==> src/rtl/stereo_dac_beeper_mixer_unit_macros.svh <==
// Assertion macros shared by the RTL of the stereo DAC and beeper mixer.
// Defining ASSERT_OFF removes every assertion.
`ifndef STEREO_DAC_BEEPER_MIXER_UNIT_MACROS_SVH
`define STEREO_DAC_BEEPER_MIXER_UNIT_MACROS_SVH

`ifndef ASSERT_OFF

// Checked at every rising edge, including while reset is applied.
`define SDBM_ASSERT(lbl, clk, prop) \
   lbl: assert property (@(posedge clk) prop) \
      else $error("%m: assertion failed");

// Checked at every rising edge outside of reset.
`define SDBM_ASSERT_RST(lbl, clk, rst, prop) \
   lbl: assert property (@(posedge clk) disable iff (rst) prop) \
      else $error("%m: assertion failed");

`else

`define SDBM_ASSERT(lbl, clk, prop)
`define SDBM_ASSERT_RST(lbl, clk, rst, prop)

`endif

`endif

==> src/rtl/sdbm_pkg.sv <==
package sdbm_pkg;

   // Default sample buffer capacity.
   localparam int SampleCapacityDefault = 1024;

   // Largest value the 11-bit sample count can hold.
   localparam int SampleCountMax = 2047;

   // Samples per frame at 60 Hz and 50 Hz.
   localparam logic [15:0] FrameSamples60 = 16'd800;
   localparam logic [15:0] FrameSamples50 = 16'd960;

   // Operation codes.
   localparam logic [1:0] ModeWrite = 2'd0;
   localparam logic [1:0] ModeRead  = 2'd1;
   localparam logic [1:0] ModeMix   = 2'd2;

   // Register addresses.
   localparam logic [7:0] RegSound   = 8'h00;
   localparam logic [7:0] RegAudio   = 8'h08;
   localparam logic [7:0] RegMono    = 8'h09;
   localparam logic [7:0] RegDacB    = 8'h2c;
   localparam logic [7:0] RegDacAD   = 8'h2d;
   localparam logic [7:0] RegDacC    = 8'h2e;

   // Mid-scale DAC value.
   localparam logic [7:0] DacMid = 8'h80;

   // Beeper contributions.
   localparam logic [12:0] EarLevel = 13'(512 * 12);
   localparam logic [12:0] MicLevel = 13'(128 * 12);

   // Reciprocal of 3 scaled by 2^17, exact for 15-bit dividends.
   localparam logic [15:0] RecipThree = 16'hAAAB;
   localparam int          RecipShift = 17;

   typedef struct packed {
      logic [1:0]  mode;
      logic [7:0]  reg_index;
      logic [7:0]  write_data;
      logic        ear_bit;
      logic        mic_bit;
      logic [17:0] psg_level_left;
      logic [17:0] psg_level_right;
      logic [15:0] request_count;
   } req_type;

   typedef struct packed {
      logic               read_valid;
      logic [7:0]         read_byte;
      logic               dac_written;
      logic signed [15:0] left_sample;
      logic signed [15:0] right_sample;
      logic [10:0]        sample_count;
   } rsp_type;

   // Register state the mixer needs.
   typedef struct packed {
      logic [3:0][7:0] dac_channel;
      logic            beeper_muted;
      logic            dacs_enable;
      logic            hdmi_silence;
   } mix_state_type;

   // Outcome of a register access.
   typedef struct packed {
      logic       read_valid;
      logic [7:0] read_byte;
      logic       dac_written;
   } reg_result_type;

   // Outcome of a mix.
   typedef struct packed {
      logic signed [15:0] left_sample;
      logic signed [15:0] right_sample;
      logic [10:0]        sample_count;
   } mix_result_type;

endpackage

==> src/rtl/sdbm_regfile.sv <==
`include "stereo_dac_beeper_mixer_unit_macros.svh"

module sdbm_regfile
   import sdbm_pkg::*;
(
   input  logic           clock,
   input  logic           reset,
   input  logic           access_en,
   input  req_type        req,
   output reg_result_type result,
   output mix_state_type  mix_state
);

   logic [3:0][7:0] dac_ff, dac_in;
   logic            beep_internal_only_ff, beep_internal_only_in;
   logic [1:0]      psg_mode_bits_ff, psg_mode_bits_in;
   logic            ay_stereo_ff, ay_stereo_in;
   logic            speaker_enable_ff, speaker_enable_in;
   logic            dacs_enable_ff, dacs_enable_in;
   logic            hdmi_silence_ff, hdmi_silence_in;
   logic            turbo_enable_ff, turbo_enable_in;
   logic [2:0]      ay_mono_bits_ff, ay_mono_bits_in;

   // Decode the access: next register values and the read or write outcome.
   always_comb begin
      dac_in                = dac_ff;
      beep_internal_only_in = beep_internal_only_ff;
      psg_mode_bits_in      = psg_mode_bits_ff;
      ay_stereo_in          = ay_stereo_ff;
      speaker_enable_in     = speaker_enable_ff;
      dacs_enable_in        = dacs_enable_ff;
      hdmi_silence_in       = hdmi_silence_ff;
      turbo_enable_in       = turbo_enable_ff;
      ay_mono_bits_in       = ay_mono_bits_ff;
      result                = '0;

      if (req.mode == ModeWrite) begin
         unique case (req.reg_index)
            RegSound: begin
               beep_internal_only_in = req.write_data[6];
               psg_mode_bits_in      = req.write_data[1:0];
            end
            RegAudio: begin
               ay_stereo_in      = req.write_data[5];
               speaker_enable_in = req.write_data[4];
               dacs_enable_in    = req.write_data[3];
               hdmi_silence_in   = req.write_data[2];
               turbo_enable_in   = req.write_data[1];
               // Disabling the DACs parks every channel at mid-scale.
               if (!req.write_data[3]) begin
                  dac_in = {4{DacMid}};
               end
            end
            RegMono: begin
               ay_mono_bits_in = req.write_data[7:5];
            end
            RegDacB: begin
               dac_in[1]          = req.write_data;
               result.dac_written = 1'b1;
            end
            RegDacAD: begin
               dac_in[0]          = req.write_data;
               dac_in[3]          = req.write_data;
               result.dac_written = 1'b1;
            end
            RegDacC: begin
               dac_in[2]          = req.write_data;
               result.dac_written = 1'b1;
            end
            default: begin
            end
         endcase
      end else if (req.mode == ModeRead) begin
         unique case (req.reg_index)
            RegDacB: begin
               result.read_valid = 1'b1;
               result.read_byte  = dac_ff[1];
            end
            RegDacAD: begin
               result.read_valid = 1'b1;
               result.read_byte  = dac_ff[0];
            end
            RegDacC: begin
               result.read_valid = 1'b1;
               result.read_byte  = dac_ff[2];
            end
            default: begin
            end
         endcase
      end
   end

   // Register state, updated only when the item is processed.
   always_ff @(posedge clock) begin
      if (reset) begin
         dac_ff                <= {4{DacMid}};
         beep_internal_only_ff <= 1'b0;
         psg_mode_bits_ff      <= '0;
         ay_stereo_ff          <= 1'b0;
         speaker_enable_ff     <= 1'b1;
         dacs_enable_ff        <= 1'b1;
         hdmi_silence_ff       <= 1'b0;
         turbo_enable_ff       <= 1'b1;
         ay_mono_bits_ff       <= '0;
      end else if (access_en) begin
         dac_ff                <= dac_in;
         beep_internal_only_ff <= beep_internal_only_in;
         psg_mode_bits_ff      <= psg_mode_bits_in;
         ay_stereo_ff          <= ay_stereo_in;
         speaker_enable_ff     <= speaker_enable_in;
         dacs_enable_ff        <= dacs_enable_in;
         hdmi_silence_ff       <= hdmi_silence_in;
         turbo_enable_ff       <= turbo_enable_in;
         ay_mono_bits_ff       <= ay_mono_bits_in;
      end
   end

   // The beeper is muted when it is routed internally with the speaker on.
   assign mix_state.dac_channel  = dac_ff;
   assign mix_state.beeper_muted = beep_internal_only_ff && speaker_enable_ff;
   assign mix_state.dacs_enable  = dacs_enable_ff;
   assign mix_state.hdmi_silence = hdmi_silence_ff;

   `SDBM_ASSERT_RST(a_dac_disable_parks, clock, reset,
      access_en && req.mode == ModeWrite && req.reg_index == RegAudio
      && !req.write_data[3] |=> dac_ff == {4{DacMid}})
   `SDBM_ASSERT_RST(a_dac_holds_when_idle, clock, reset,
      !access_en |=> $stable(dac_ff))

endmodule

==> src/rtl/sdbm_mixer.sv <==
module sdbm_mixer
   import sdbm_pkg::*;
#(
   parameter int SAMPLE_CAPACITY = SampleCapacityDefault
)(
   input  req_type        req,
   input  mix_state_type  mix_state,
   input  logic           frame_rate_60hz,
   output mix_result_type result
);

   // The count is capped by the buffer and by the width of its field.
   localparam int CountLimitInt =
      (SAMPLE_CAPACITY > SampleCountMax) ? SampleCountMax : SAMPLE_CAPACITY;
   localparam logic [15:0] CountLimit = 16'(CountLimitInt);

   // Scale by 11, halve toward minus infinity and saturate to 16 bits.
   function automatic logic signed [15:0] mix_out(input logic signed [16:0] sum);
      logic signed [20:0] sum_ext;
      logic signed [20:0] scaled;
      logic signed [20:0] halved;
      sum_ext = {{4{sum[16]}}, sum};
      scaled  = (sum_ext <<< 3) + (sum_ext <<< 1) + sum_ext;
      halved  = scaled >>> 1;
      if (halved > 21'sd32767) begin
         return 16'sh7FFF;
      end else if (halved < -21'sd32768) begin
         return 16'sh8000;
      end else begin
         return halved[15:0];
      end
   endfunction

   logic [30:0]        psg_prod_l, psg_prod_r;
   logic [13:0]        psg_l, psg_r, psg_peak;
   logic [12:0]        psg_mid;
   logic [13:0]        psg_term_l, psg_term_r;
   logic [12:0]        beep_level;
   logic [8:0]         dac_pair_l, dac_pair_r;
   logic signed [11:0] dac_term_l, dac_term_r;
   logic signed [16:0] sum_l, sum_r;
   logic [15:0]        count_req, count_capped;

   // PSG level divided by 24: drop three bits, then divide by 3 by reciprocal.
   assign psg_prod_l = 31'(req.psg_level_left[17:3]) * 31'(RecipThree);
   assign psg_prod_r = 31'(req.psg_level_right[17:3]) * 31'(RecipThree);
   assign psg_l      = psg_prod_l[RecipShift +: 14];
   assign psg_r      = psg_prod_r[RecipShift +: 14];

   // Center the PSG levels on half the louder side. The quieter side can go
   // negative, so each term is a two's complement value.
   assign psg_peak   = (psg_l > psg_r) ? psg_l : psg_r;
   assign psg_mid    = psg_peak[13:1];
   assign psg_term_l = psg_l - {1'b0, psg_mid};
   assign psg_term_r = psg_r - {1'b0, psg_mid};

   // Beeper ear and mic levels.
   assign beep_level = ((req.ear_bit && !mix_state.beeper_muted) ? EarLevel : '0)
                     + ((req.mic_bit && !mix_state.beeper_muted) ? MicLevel : '0);

   // DAC pairs, offset so that mid-scale gives zero.
   assign dac_pair_l = {1'b0, mix_state.dac_channel[0]} + {1'b0, mix_state.dac_channel[1]};
   assign dac_pair_r = {1'b0, mix_state.dac_channel[2]} + {1'b0, mix_state.dac_channel[3]};
   assign dac_term_l = mix_state.dacs_enable
                     ? $signed({1'b0, dac_pair_l, 2'b00}) - 12'sd1024 : '0;
   assign dac_term_r = mix_state.dacs_enable
                     ? $signed({1'b0, dac_pair_r, 2'b00}) - 12'sd1024 : '0;

   // Sum of all sources per side.
   assign sum_l = $signed({4'b0000, beep_level})
                + $signed({{3{psg_term_l[13]}}, psg_term_l})
                + $signed({{5{dac_term_l[11]}}, dac_term_l});
   assign sum_r = $signed({4'b0000, beep_level})
                + $signed({{3{psg_term_r[13]}}, psg_term_r})
                + $signed({{5{dac_term_r[11]}}, dac_term_r});

   // Sample count: a frame's worth when none is given, then capped.
   assign count_req    = (req.request_count == '0)
                       ? (frame_rate_60hz ? FrameSamples60 : FrameSamples50)
                       : req.request_count;
   assign count_capped = (count_req > CountLimit) ? CountLimit : count_req;

   assign result.left_sample  = mix_state.hdmi_silence ? '0 : mix_out(sum_l);
   assign result.right_sample = mix_state.hdmi_silence ? '0 : mix_out(sum_r);
   assign result.sample_count = count_capped[10:0];

endmodule

==> src/rtl/stereo_dac_beeper_mixer_unit.sv <==
// Audio register file and stereo mixer. Each item is a register write, a DAC
// register read or a request for one mixed stereo sample; every item gives
// exactly one result. Items are taken at one per clock. Each accepted item
// lands in an input register; the register decode and the mixing arithmetic
// (one 15x16 multiply for the PSG scaling, then the sum, scale and
// saturation) sit between that input register and
// the result register. A waiting result does not block the input register,
// so the rate stays at one item per cycle until both registers are full and
// rsp_stall is held. Register state changes as an item moves into the result
// register, so an item sees every write made by the items before it.
// SAMPLE_CAPACITY caps the reported sample count. frame_rate_60hz is written
// through the csr_ port and may change only while no item is in flight.
`include "stereo_dac_beeper_mixer_unit_macros.svh"

module stereo_dac_beeper_mixer_unit
   import sdbm_pkg::*;
#(
   parameter int SAMPLE_CAPACITY = SampleCapacityDefault
)(
   input  logic    clock,
   input  logic    reset,
   input  logic    req_valid,
   output logic    req_stall,
   input  req_type req_data,
   output logic    rsp_valid,
   input  logic    rsp_stall,
   output rsp_type rsp_data,
   input  logic    csr_write_enable,
   input  logic    csr_write_data
);

   logic           in_valid_ff, in_valid_in;
   req_type        in_ff;
   logic           out_valid_ff, out_valid_in;
   rsp_type        out_ff, out_in;
   logic           frame_rate_60hz_ff;
   logic [10:0]    last_count_ff;
   logic           out_free;
   logic           advance;
   logic           accept;
   reg_result_type reg_result;
   mix_state_type  mix_state;
   mix_result_type mix_result;

   // Handshake: the input register moves on whenever the result register
   // is empty or its item is being taken.
   assign out_free    = !out_valid_ff || !rsp_stall;
   assign advance     = in_valid_ff && out_free;
   assign req_stall   = in_valid_ff && !out_free;
   assign accept      = req_valid && !req_stall;
   assign in_valid_in = req_stall ? 1'b1 : req_valid;
   assign out_valid_in = advance ? 1'b1 : (out_valid_ff && rsp_stall);

   sdbm_regfile u_regfile (
      .clock     (clock),
      .reset     (reset),
      .access_en (advance),
      .req       (in_ff),
      .result    (reg_result),
      .mix_state (mix_state)
   );

   sdbm_mixer #(
      .SAMPLE_CAPACITY (SAMPLE_CAPACITY)
   ) u_mixer (
      .req             (in_ff),
      .mix_state       (mix_state),
      .frame_rate_60hz (frame_rate_60hz_ff),
      .result          (mix_result)
   );

   // Assemble the result item; fields outside the operation stay zero.
   always_comb begin
      out_in             = '0;
      out_in.read_valid  = reg_result.read_valid;
      out_in.read_byte   = reg_result.read_byte;
      out_in.dac_written = reg_result.dac_written;
      if (in_ff.mode == ModeMix) begin
         out_in.left_sample  = mix_result.left_sample;
         out_in.right_sample = mix_result.right_sample;
         out_in.sample_count = mix_result.sample_count;
      end
   end

   // Control state.
   always_ff @(posedge clock) begin
      if (reset) begin
         in_valid_ff        <= 1'b0;
         out_valid_ff       <= 1'b0;
         frame_rate_60hz_ff <= 1'b0;
         last_count_ff      <= '0;
      end else begin
         in_valid_ff  <= in_valid_in;
         out_valid_ff <= out_valid_in;
         if (csr_write_enable) begin
            frame_rate_60hz_ff <= csr_write_data;
         end
         if (advance && in_ff.mode == ModeMix) begin
            last_count_ff <= mix_result.sample_count;
         end
      end
   end

   // Payload registers.
   always_ff @(posedge clock) begin
      if (accept) begin
         in_ff <= req_data;
      end
      if (advance) begin
         out_ff <= out_in;
      end
   end

   assign rsp_valid = out_valid_ff;
   assign rsp_data  = out_ff;

   `SDBM_ASSERT(a_stall_needs_item, clock,
      req_stall |-> in_valid_ff)
   `SDBM_ASSERT_RST(a_advance_fills_output, clock, reset,
      advance |=> out_valid_ff)
   `SDBM_ASSERT_RST(a_register_result_has_no_mix, clock, reset,
      out_valid_ff && (out_ff.read_valid || out_ff.dac_written)
      |-> out_ff.sample_count == '0 && out_ff.left_sample == '0
      && out_ff.right_sample == '0)

endmodule

==> config.mk <==
export PLATFORM = sky130hd
export DESIGN_NAME = stereo_dac_beeper_mixer_unit
export DESIGN_NICKNAME = d
export VERILOG_FILES = /design/src/rtl/sdbm_pkg.sv /design/src/rtl/sdbm_regfile.sv /design/src/rtl/sdbm_mixer.sv /design/src/rtl/stereo_dac_beeper_mixer_unit.sv
export VERILOG_INCLUDE_DIRS = /design/src /design/src/rtl
export SDC_FILE = /design/constraint.sdc
export NUM_CORES = 1
export LEC_CHECK = 0
export BUFFER_PORTS_ARGS = -buffer_cell sky130_fd_sc_hd__buf_4
export CAP_MARGIN = 25
export CORE_MARGIN = 2
export CORE_UTILIZATION = 55
export CTS_BUF_LIST = sky130_fd_sc_hd__clkbuf_4 sky130_fd_sc_hd__clkbuf_8 sky130_fd_sc_hd__clkbuf_16
export DETAILED_ROUTE_END_ITERATION = 6
export PLACE_DENSITY = 0.74
export SYNTH_ARGS = -nofsm -noshare
export SYNTH_HDL_FRONTEND = slang
export SYNTH_SLANG_ARGS = --single-unit
==> constraint.sdc <==
create_clock -name clock -period 16.75 [get_ports clock]
set_clock_uncertainty 0.2 [all_clocks]
set_input_delay 1.675 -clock clock [delete_from_list [all_inputs] [get_ports clock]]
set_output_delay 1.675 -clock clock [all_outputs]
set_load 0.02 [all_outputs]
==> key figures, run 1 <==
Status
  • Status: complete, no violations

Global routing
  • GRT Residual Overflow: 0
  • First-pass GRT wire length: 62,800 um
  • Total track usage: 22.6%
  • Pin count of the biggest net entering global routing: 67
  • Vias in the first global route: 13,426
  • Initial antenna violation count: 0

Yosys
  • Syn_nets: 2,415
  • Yosys reg bits: 150
  • YS warnings: 0
  • Ys flop type: edfxtp_1
  • Async S/R FF share, synth: 0%
  • Cell count after synthesis: 1,839
  • Register area share after synthesis: 23.0%
  • Mapped cell area: 18,300 um2
  • Post-synth cell types: 76
  • Number of synthesized flops with an enable pin: 119
  • Synth Area per Inst: 9.93 um2

Timing
  • Peak Freq: 64.0 MHz
  • Final period util: 93.2%
  • Sum of negative setup slack: 0 ns
  • Worst-Margin Slew: 0.939 ns
  • Final min period: 15.61 ns
  • Setup violations, final: 0
  • Slew HR: 37.4%
  • Setup slack after layout: 1.14 ns
  • Pins Over Slew Limit: 0
  • Hold Fails Final Rpt: 0

Floorplan
  • Die area: 34,700 um2
  • Starting density of the core: 56.0%
  • Die X: 186 um
  • Core Area: 32,600 um2
  • Die height: 186 um
  • # IOs: 133
  • Row count: 66

Layout
  • N_diodes: 0
  • Synthesis-to-layout area growth: 12.0%
  • Layout cell share with drive strength beyond 1: 10.6%
  • Fillers: 2,667
  • Nets: 2,542

Flow run
  • Max-cap violations: 0

Clock tree
  • Clk Latency, worst-skew pair: 0.44 ns
  • Post-CTS Hold Fix Bufs: 0
  • Htree depth: 4
  • Clock Tree Root: clkbuf_16
  • Num Clock Sinks: 150
  • CTS Buffer Depth: 2
  • Clock transition at path regs: 0.07 ns
  • Cts bufs inserted: 17
  • TritonCTS clock tree: built

Setup path
  • Worst setup EP type: flop
  • CP max stage cell: fa_1
  • WP data required: 16.84 ns
  • CP most frequent cell: fa_1
  • Critical Path Source Type: flop
  • Crit path max-delay family: adder cells
  • Crit Path Max Fanout: 9
  • Buf/Inv on CP: 6
  • Worst endpoint data arrival time: 15.70 ns
  • Critical path class: flop to flop
  • Slowest stage delay, CP: 0.56 ns

Drt
  • Iter 0 DRT Violations: 532
  • DRC errors left: 0
  • Final antenna-violating net count: 0
  • Via count: 13,118
  • 1st-pass router iterations: 5
  • DR vias/cell: 5.42
  • Final WL: 36,900 um
  • Routed WL per cell: 15.3 um

Placed design
  • Gpl congestion: 0.911
  • Quantity of I/O buffers inserted on ports: 126
  • Setup WS pre-CTS: 0.570 ns
  • Post-DP HPWL: 30,500 um

Min path
  • Hold WC Path Type: flop to flop
cell families after synthesis:
logic type | Yosys count | share of synthesized area (%)
flops | 150 | 23.0
simple gates | 365 | 9.61
compound gates | 381 | 13.9
xor+xnor | 109 | 5.38
mux | 13 | 0.712
fa+ha+maj | 501 | 40.9
buf+inv | 320 | 6.62
cells in the mapped netlist, types with 30 or more instances:
master    count  area share, %
nand2_1      92            1.9
o21ai_0      48            1.3
xnor2_1      69            3.3
nor3_1       38            1.0
nor2_1       99            2.0
ha_1        338             23
fa_1        160             18
a21oi_1     133            3.6
xor2_1       38            1.8
nand3_1      30           0.82
edfxtp_1    119             20
dfxtp_1      31            3.4
a21o_1       56            2.3
inv_1       293            6.0
cell type report:
| cell class | count | area (um2) | area share [%] |
|---|---|---|---|
| clock inverters | 13 | 153 | 0.746 |
| inverters | 293 | 1100 | 5.38 |
| multi-input cells | 1370 | 13000 | 63.5 |
| well taps | 442 | 553 | 2.70 |
| clock buffers | 19 | 464 | 2.27 |
| flip-flops and latches | 150 | 4190 | 20.5 |
| repair buffers | 134 | 1010 | 4.92 |
final timing paths:
check,start,endpoint,slack [ns],cells past startpoint
max reg2reg,in_ff[48]$_DFFE_PP_,rsp_data[16]$_SDFFCE_PP0P_,1.14,66
min reg2reg,u_regfile.beep_internal_only_ff$_SDFFE_PP0P_,u_regfile.beep_internal_only_ff$_SDFFE_PP0P_,0.26,2
max,in_ff[48]$_DFFE_PP_,rsp_data[16]$_SDFFCE_PP0P_,1.14,66
min,u_regfile.beep_internal_only_ff$_SDFFE_PP0P_,u_regfile.beep_internal_only_ff$_SDFFE_PP0P_,0.26,2
flip-flops by register name, summed over array words and instances, names as in the netlist:
name,flops
in_ff,66
rsp_data,53
u_regfile.mix_state,24
frame_rate_60hz_ff,1
in_valid_ff,1
rsp_valid,1
u_regfile.beep_internal_only_ff,1
u_regfile.dacs_enable_ff,1
u_regfile.hdmi_silence_ff,1
u_regfile.speaker_enable_ff,1
through the flow:
stage | utilization [%] | std cells | hold slack (ns) | area (um2)
after global routing | 62.7 | 2421 | 0.301 | 20500
final | 62.7 | 2421 | 0.257 | 20500
after detailed placement | 60.5 | 2387 | 0.248 | 19700
after floorplan | - | 1839 | 0.232 | 18300
after CTS | 62.4 | 2419 | 0.258 | 20300
after global placement | 60.5 | 2387 | 0.243 | 19700
cell usage in the layout (no fill, tap or decap), types with 18 or more instances in the layout:
| cell | instances |
|---|---|
| a21o_1 | 56 |
| a21oi_1 | 133 |
| and2_1 | 27 |
| buf_4 | 134 |
| clkbuf_16 | 18 |
| dfxtp_1 | 31 |
| edfxtp_1 | 119 |
| fa_1 | 160 |
| ha_1 | 338 |
| inv_1 | 292 |
| nand2_1 | 92 |
| nand3_1 | 30 |
| nor2_1 | 98 |
| nor3_1 | 37 |
| o21a_1 | 19 |
| o21ai_0 | 48 |
| o21bai_1 | 27 |
| xnor2_1 | 67 |
| xor2_1 | 34 |
worst min-delay path, stage by stage, from the launching register on:
cell and delay [ns]:
dfxtp_1 0.31, nand2_1 0.05, a21oi_1 0.05
repair_timing:
action,4_1_cts,5_1_grt
buffers inserted,0,1
resized for setup,0,17
setup endpoints to repair,0,32
metal layers:
layer	track usage, %	up-vias	wire, um
li1	-	6622	-
met1	30.0	6193	17000
met2	38.3	251	17700
met3	3.27	52	1380
met4	7.12	0	769
met5	0	-	0
Power of run 1 is left out: the tool's default activity adds up to more than one toggle a clock period on the data nets, which glitch-free logic cannot reach.
==> run 2, diff against run 1 <==
--- a/config.mk
+++ b/config.mk
@@ -6,6 +6,7 @@
 export SDC_FILE = /design/constraint.sdc
 export NUM_CORES = 1
 export LEC_CHECK = 0
+export ABC_CLOCK_PERIOD_IN_PS = 18900
 export BUFFER_PORTS_ARGS = -buffer_cell sky130_fd_sc_hd__buf_4
 export CAP_MARGIN = 25
 export CORE_MARGIN = 2
==> constraint.sdc (replaced) <==
create_clock -name clock -period 18.9 [get_ports clock]
set_clock_uncertainty 0.2 [all_clocks]
set_input_delay 1.89 -clock clock [delete_from_list [all_inputs] [get_ports clock]]
set_output_delay 1.89 -clock clock [all_outputs]
set_load 0.02 [all_outputs]
==> run 2 against run 1 <==
Against the previous run: cell area decreased by 0.75%; utilization shrank 0.47 points; final cell count decreased by 0.12%; flip-flop and latch count did not move; via count hardly changed; critical path depth shrank 5; count of clock-buffer cells in the layout down 1; non-clock buffer count shrank 2; maximum frequency decreased by 6.8%; routed wire length grew 0.62%; global-route usage increased by 0.31 points; die area unchanged; critical path type unchanged.
==> key figures, run 2 (same netlist as run 1, synthesis figures left out) <==
Drt
  • Highest Signal Layer: met4 (unchanged)
  • Met3 wire len: 1540 um (was 1380 um)
  • Met1 wire length: 17,200 um (was 17,000 um)
  • Routed WL per cell: 15.4 um (was 15.3 um)
  • Iter 0 DRT Violations: 678 (was 532)
  • 1st-pass router iterations: 5 (unchanged)
  • Via count: 13,127 (was 13,118)
  • DR vias/cell: 5.43 (was 5.42)
  • DRC errors left: 0 (unchanged)
  • Final antenna-violating net count: 0 (unchanged)
  • Final WL: 37,200 um (was 36,900 um)
  • Met2 WL: 17,900 um (was 17,700 um)

Layout
  • Most common cell after layout, fill and taps aside: ha_1 (unchanged)
  • Fillers: 2,703 (was 2,667)
  • Nets: 2,539 (was 2,542)
  • Synthesis-to-layout area growth: 11.1% (was 12.0%)
  • Biggest register: in_ff (unchanged)
  • Design Area, Final: 20,300 um2 (was 20,500 um2)
  • N_diodes: 0 (unchanged)
  • Most frequent cells in the layout: ha_1, inv_1, fa_1, a21oi_1, buf_4 (was ha_1, inv_1, fa_1, buf_4, a21oi_1)
  • Layout cell share with drive strength beyond 1: 9.82% (was 10.6%)
  • Max FFs per register: 66 (unchanged)
  • Multi-input combinational cell area: 12,900 um2 (was 13,000 um2)
  • FF+latch area: 4190 um2 (unchanged)

Flow run
  • Max-cap violations: 0 (unchanged)

Floorplan
  • Starting density of the core: 56.0% (unchanged)
  • # IOs: 133 (unchanged)
  • Die X: 186 um (unchanged)
  • Core Area: 32,600 um2 (unchanged)
  • Die area: 34,700 um2 (unchanged)
  • Row count: 66 (unchanged)
  • Die height: 186 um (unchanged)

Setup path
  • Critical path class: flop to flop (unchanged)
  • Crit Path Max Fanout: 27 (was 9)
  • Critical Path Source Type: flop (unchanged)
  • WP data required: 18.85 ns (was 16.84 ns)
  • Worst setup EP type: flop (unchanged)
  • Slowest stage delay, CP: 0.83 ns (was 0.56 ns)
  • Crit path capture: rsp_data[11]$_SDFFCE_PP0P_ (was rsp_data[16]$_SDFFCE_PP0P_)
  • Worst Setup SP: in_ff[30]$_DFFE_PP_ (was in_ff[48]$_DFFE_PP_)
  • CP max stage cell: o41ai_1 (was fa_1)
  • R2r endpoint: rsp_data[11]$_SDFFCE_PP0P_ (was rsp_data[16]$_SDFFCE_PP0P_)
  • Worst endpoint data arrival time: 16.70 ns (was 15.70 ns)
  • Worst reg2reg setup slack: 2.16 ns (was 1.14 ns)
  • Reg-to-Reg Start: in_ff[30]$_DFFE_PP_ (was in_ff[48]$_DFFE_PP_)
  • Worst R2R Path Depth: 61 (was 66)

Global routing
  • GRT Residual Overflow: 0 (unchanged)
  • First-pass GRT wire length: 63,400 um (was 62,800 um)
  • Pin count of the biggest net entering global routing: 67 (unchanged)
  • Vias in the first global route: 13,323 (was 13,426)
  • Initial antenna violation count: 0 (unchanged)
  • Total track usage: 22.9% (was 22.6%)

Timing
  • Pins Over Slew Limit: 0 (unchanged)
  • Slew HR: 32.4% (was 37.4%)
  • Final period util: 88.6% (was 93.2%)
  • Final min period: 16.74 ns (was 15.61 ns)
  • Peak Freq: 59.7 MHz (was 64.0 MHz)
  • Worst-Margin Slew: 1.01 ns (was 0.939 ns)
  • Sum of negative setup slack: 0 ns (unchanged)
  • Hold Fails Final Rpt: 0 (unchanged)
  • RSZ-0062 raised after global routing: no
  • Setup violations, final: 0 (unchanged)

Clock tree
  • Clk Latency, worst-skew pair: 0.45 ns (was 0.44 ns)
  • CTS Buffer Depth: 2 (unchanged)
  • Num Clock Sinks: 150 (unchanged)
  • Post-CTS Hold Fix Bufs: 0 (unchanged)
  • Post-CTS Setup Inserts: 0 (unchanged)
  • Clock transition at path regs: 0.07 ns (about the same)
  • Htree depth: 4 (unchanged)
  • Clock Tree Root: clkbuf_16 (unchanged)
  • CTS resizes: 0 (unchanged)
  • TritonCTS clock tree: built (unchanged)
  • Cts bufs inserted: 17 (unchanged)

Min path
  • Hold WC Path Type: flop to flop (unchanged)

Placed design
  • Placed instance area: 19,700 um2 (about the same)
  • Gpl congestion: 0.870 (was 0.911)
  • Quantity of I/O buffers inserted on ports: 126 (unchanged)
  • Post-DP HPWL: 30,700 um (was 30,500 um)

Status
  • Status: complete, no violations (unchanged)
run 2: changes by cell type in the layout (fill, tap and decap cells not counted), sizes merged:
cell	delta
a41o	-1
buf	-2
inv	-3
clkbuf	-1
clkinv	+4
run 2: worst min path at each step:
| stage | start | cells after the start | slack [ns] | to |
|---|---|---|---|---|
| floorplan | u_regfile.hdmi_silence_ff$_SDFFE_PP0P_ | 2 | 0.23 | u_regfile.hdmi_silence_ff$_SDFFE_PP0P_ |
| global placement | u_regfile.beep_internal_only_ff$_SDFFE_PP0P_ | 2 | 0.24 | u_regfile.beep_internal_only_ff$_SDFFE_PP0P_ |
| detailed placement | u_regfile.beep_internal_only_ff$_SDFFE_PP0P_ | 2 | 0.25 | u_regfile.beep_internal_only_ff$_SDFFE_PP0P_ |
| CTS | u_regfile.hdmi_silence_ff$_SDFFE_PP0P_ | 2 | 0.27 | u_regfile.hdmi_silence_ff$_SDFFE_PP0P_ |
| global route | u_regfile.hdmi_silence_ff$_SDFFE_PP0P_ | 2 | 0.29 | u_regfile.hdmi_silence_ff$_SDFFE_PP0P_ |
| finish | u_regfile.hdmi_silence_ff$_SDFFE_PP0P_ | 2 | 0.27 | u_regfile.hdmi_silence_ff$_SDFFE_PP0P_ |
run 2: area by class of cell:
class	count	share of cell area, %
clock buffer	18	2.13
clock inverter	14	0.715
inverter	293	5.42
multi-input combinational	1369	63.5
sequential	150	20.7
tap	442	2.72
timing repair buffer	132	4.88
run 2: layer usage:
| metal | up-vias | track usage (%) |
|---|---|---|
| met3 | 35 | 3.97 |
| met2 | 233 | 38.5 |
| met5 | - | 0 |
| met4 | 0 | 6.02 |
| met1 | 6254 | 30.8 |
| li1 | 6605 | - |
run 2: critical path, delay by kind of cell, from the launching register on:
| family | cells | cell delay, ns |
|---|---|---|
| xor gates and xnor gates | 2 | 0.85 |
| DFF | 1 | 0.46 |
| AOI/OAI and AO/OA | 27 | 6.47 |
| and+or+nand+nor | 10 | 2.01 |
| buffers and inverters | 7 | 0.74 |
| adders and majority gates | 15 | 5.71 |
run 2: through the flow:
| step | util (%) | worst slack (ns) | hold WS (ns) | cells |
|---|---|---|---|---|
| after floorplan | - | 3.92 | 0.232 | 1839 |
| after global placement | 60.5 | 2.70 | 0.243 | 2386 |
| after detailed placement | 60.5 | 2.36 | 0.254 | 2386 |
| after CTS | 62.2 | 2.30 | 0.268 | 2418 |
| after global routing | 62.2 | 0.985 | 0.287 | 2418 |
| final | 62.2 | 2.16 | 0.267 | 2418 |
Power of run 2 is left out for the same reason.
==> run 3, diff against run 2 <==
--- a/config.mk
+++ b/config.mk
@@ -6,7 +6,7 @@
 export SDC_FILE = /design/constraint.sdc
 export NUM_CORES = 1
 export LEC_CHECK = 0
-export ABC_CLOCK_PERIOD_IN_PS = 18900
+export ABC_CLOCK_PERIOD_IN_PS = 15900
 export BUFFER_PORTS_ARGS = -buffer_cell sky130_fd_sc_hd__buf_4
 export CAP_MARGIN = 25
 export CORE_MARGIN = 2
==> constraint.sdc (replaced) <==
create_clock -name clock -period 15.9 [get_ports clock]
set_clock_uncertainty 0.2 [all_clocks]
set_input_delay 1.59 -clock clock [delete_from_list [all_inputs] [get_ports clock]]
set_output_delay 1.59 -clock clock [all_outputs]
set_load 0.02 [all_outputs]
==> run 3 against run 2 <==
Against the previous run: critical path depth grew 3; die area is the same; routed wire length grew 1.1%; worst hold slack lost 0.010 ns; setup slack lost 1.2 ns; global-route usage shrank 0.19 points; final cell count grew 1.1%; first-iteration DRC count grew 4.0%; count of clock-buffer cells in the layout grew 1; sequential share of layout area shrank 0.31 points; critical endpoint is now rsp_data[35]$_SDFFCE_PP0P_; largest cell class unchanged.
==> key figures, run 3 (same netlist as run 1, synthesis figures left out) <==
Status
  • Status: complete, no violations (unchanged)

Setup path
  • Slowest stage delay, CP: 0.55 ns (was 0.83 ns)
  • Crit path max-delay family: adder cells (was compound AO/OA/AOI/OAI gates)
  • WP data required: 15.89 ns (was 18.85 ns)
  • Worst reg2reg setup slack: 0.97 ns (was 2.16 ns)
  • Critical path class: flop to flop (unchanged)
  • Worst R2R Path Depth: 64 (was 61)
  • Worst endpoint data arrival time: 14.92 ns (was 16.70 ns)
  • R2r endpoint: rsp_data[35]$_SDFFCE_PP0P_ (was rsp_data[11]$_SDFFCE_PP0P_)
  • Worst setup EP type: flop (unchanged)
  • Critical Path Source Type: flop (unchanged)
  • Crit Path Max Fanout: 12 (was 27)
  • CP max stage cell: fa_1 (was o41ai_1)
  • Buf/Inv on CP: 8 (was 7)
  • Levels on crit path: 64 (was 61)
  • Reg-to-Reg Start: in_ff[46]$_DFFE_PP_ (was in_ff[30]$_DFFE_PP_)

Floorplan
  • Row count: 66 (unchanged)
  • Die X: 186 um (unchanged)
  • Core Area: 32,600 um2 (unchanged)
  • Die area: 34,700 um2 (unchanged)
  • Starting density of the core: 56.0% (unchanged)
  • # IOs: 133 (unchanged)
  • Die height: 186 um (unchanged)

Timing
  • Setup violations, final: 0 (unchanged)
  • Peak Freq: 67.0 MHz (was 59.7 MHz)
  • Worst-Margin Slew: 0.978 ns (was 1.01 ns)
  • Final period util: 93.9% (was 88.6%)
  • Pins Over Slew Limit: 0 (unchanged)
  • Sum of negative setup slack: 0 ns (unchanged)
  • Slew HR: 34.3% (was 32.4%)
  • Hold Fails Final Rpt: 0 (unchanged)
  • Final min period: 14.93 ns (was 16.74 ns)

Min path
  • Hold EP: u_regfile.hdmi_silence_ff$_SDFFE_PP0P_ (unchanged)
  • Hold WC Path Type: flop to flop (unchanged)
  • Hold Crit Depth: 2 (unchanged)
  • Min-delay src: u_regfile.hdmi_silence_ff$_SDFFE_PP0P_ (unchanged)

Drt
  • DR vias/cell: 5.42 (was 5.43)
  • Routed WL per cell: 15.4 um (about the same)
  • Iter 0 DRT Violations: 705 (was 678)
  • 1st-pass router iterations: 6 (was 5)
  • Via count: 13,240 (was 13,127)
  • Final WL: 37,600 um (was 37,200 um)
  • DRC errors left: 0 (unchanged)
  • Final antenna-violating net count: 0 (unchanged)

Placed design
  • Quantity of I/O buffers inserted on ports: 126 (unchanged)
  • Gpl congestion: 0.908 (was 0.870)
  • Post-DP HPWL: 31,100 um (was 30,700 um)
  • Placed Cells: 2,409 (was 2,386)

Clock tree
  • Clock Tree Root: clkbuf_16 (unchanged)
  • Htree depth: 4 (unchanged)
  • Cts bufs inserted: 17 (unchanged)
  • Clock transition at path regs: 0.07 ns (about the same)
  • Clk Latency, worst-skew pair: 0.45 ns (about the same)
  • CTS Buffer Depth: 2 (unchanged)
  • Post-CTS Hold Fix Bufs: 0 (unchanged)
  • TritonCTS clock tree: built (unchanged)
  • Num Clock Sinks: 150 (unchanged)

Layout
  • Biggest register: in_ff (unchanged)
  • N_diodes: 0 (unchanged)
  • Fillers: 2,619 (was 2,703)
  • Multi-input combinational cell area: 13,000 um2 (was 12,900 um2)
  • Most frequent cells in the layout: ha_1, inv_1, fa_1, buf_4, a21oi_1 (was ha_1, inv_1, fa_1, a21oi_1, buf_4)
  • Finished Layout Cells: 2,445 (was 2,418)
  • Nets: 2,566 (was 2,539)
  • Layout cell share with drive strength beyond 1: 11.9% (was 9.82%)
  • Core Util, Final: 63.2% (was 62.2%)
  • Max FFs per register: 66 (unchanged)
  • Synthesis-to-layout area growth: 12.8% (was 11.1%)
  • FF+latch area: 4190 um2 (unchanged)
  • Most common cell after layout, fill and taps aside: ha_1 (unchanged)

Global routing
  • Total track usage: 22.7% (was 22.9%)
  • Pin count of the biggest net entering global routing: 67 (unchanged)
  • First-pass GRT wire length: 63,000 um (was 63,400 um)
  • GRT Residual Overflow: 0 (unchanged)
  • Vias in the first global route: 13,625 (was 13,323)
  • Initial antenna violation count: 0 (unchanged)

Flow run
  • Max-cap violations: 0 (unchanged)
-- run 3: cell types whose count changed in the layout (fill, tap and decap cells not counted), sizes merged --
| cell | before | now |
|---|---|---|
| clkbuf | 18 | 19 |
| clkinv | 7 | 4 |
| inv | 298 | 300 |
| buf | 132 | 159 |
-- run 3: area by class of cell --
type | count | area share (%)
Multi-Input combinational cell | 1369 | 63.0
Sequential cell | 150 | 20.4
Timing Repair Buffer | 159 | 5.85
Inverter | 293 | 5.35
Tap cell | 442 | 2.68
Clock buffer | 19 | 2.14
Clock inverter | 13 | 0.644
-- run 3: repair_timing --
action,CTS,global route
gates resized for setup,0,28
endpoints found under the setup margin,0,32
setup buffers,0,4
-- run 3: worst max path at each step --
stage                                      end                 from  slack, ns
floorplan           rsp_data[15]$_SDFFCE_PP0P_  in_ff[48]$_DFFE_PP_       0.92
global placement    rsp_data[12]$_SDFFCE_PP0P_  in_ff[30]$_DFFE_PP_       0.53
detailed placement  rsp_data[35]$_SDFFCE_PP0P_  in_ff[30]$_DFFE_PP_       0.21
CTS                 rsp_data[35]$_SDFFCE_PP0P_  in_ff[30]$_DFFE_PP_       0.14
global route        rsp_data[35]$_SDFFCE_PP0P_  in_ff[46]$_DFFE_PP_      -0.01
finish              rsp_data[35]$_SDFFCE_PP0P_  in_ff[46]$_DFFE_PP_       0.97
-- run 3: tightest hold or removal path: stages, from the launching register on --
cell	delay, ns
dfxtp_1	0.30
nand2_1	0.05
a21oi_1	0.05
-- run 3: metrics by stage --
step	hold WS (ns)	cell area (um2)	setup slack, ns
6_report	0.257	20600	0.972
5_1_grt	0.303	20600	-0.0102
4_1_cts	0.253	20500	0.138
3_5_place_dp	0.244	19900	0.213
3_3_place_gp	0.242	19900	0.527
2_1_floorplan	0.232	18300	0.921
-- run 3: per-layer routing --
layer | GRT usage [%] | routed length (um) | vias up
li1 | - | - | 6660
met1 | 29.5 | 17000 | 6308
met2 | 39.7 | 18500 | 239
met3 | 3.50 | 1500 | 33
met4 | 5.89 | 598 | 0
met5 | 0 | 0 | -
Power of run 3 is left out for the same reason.
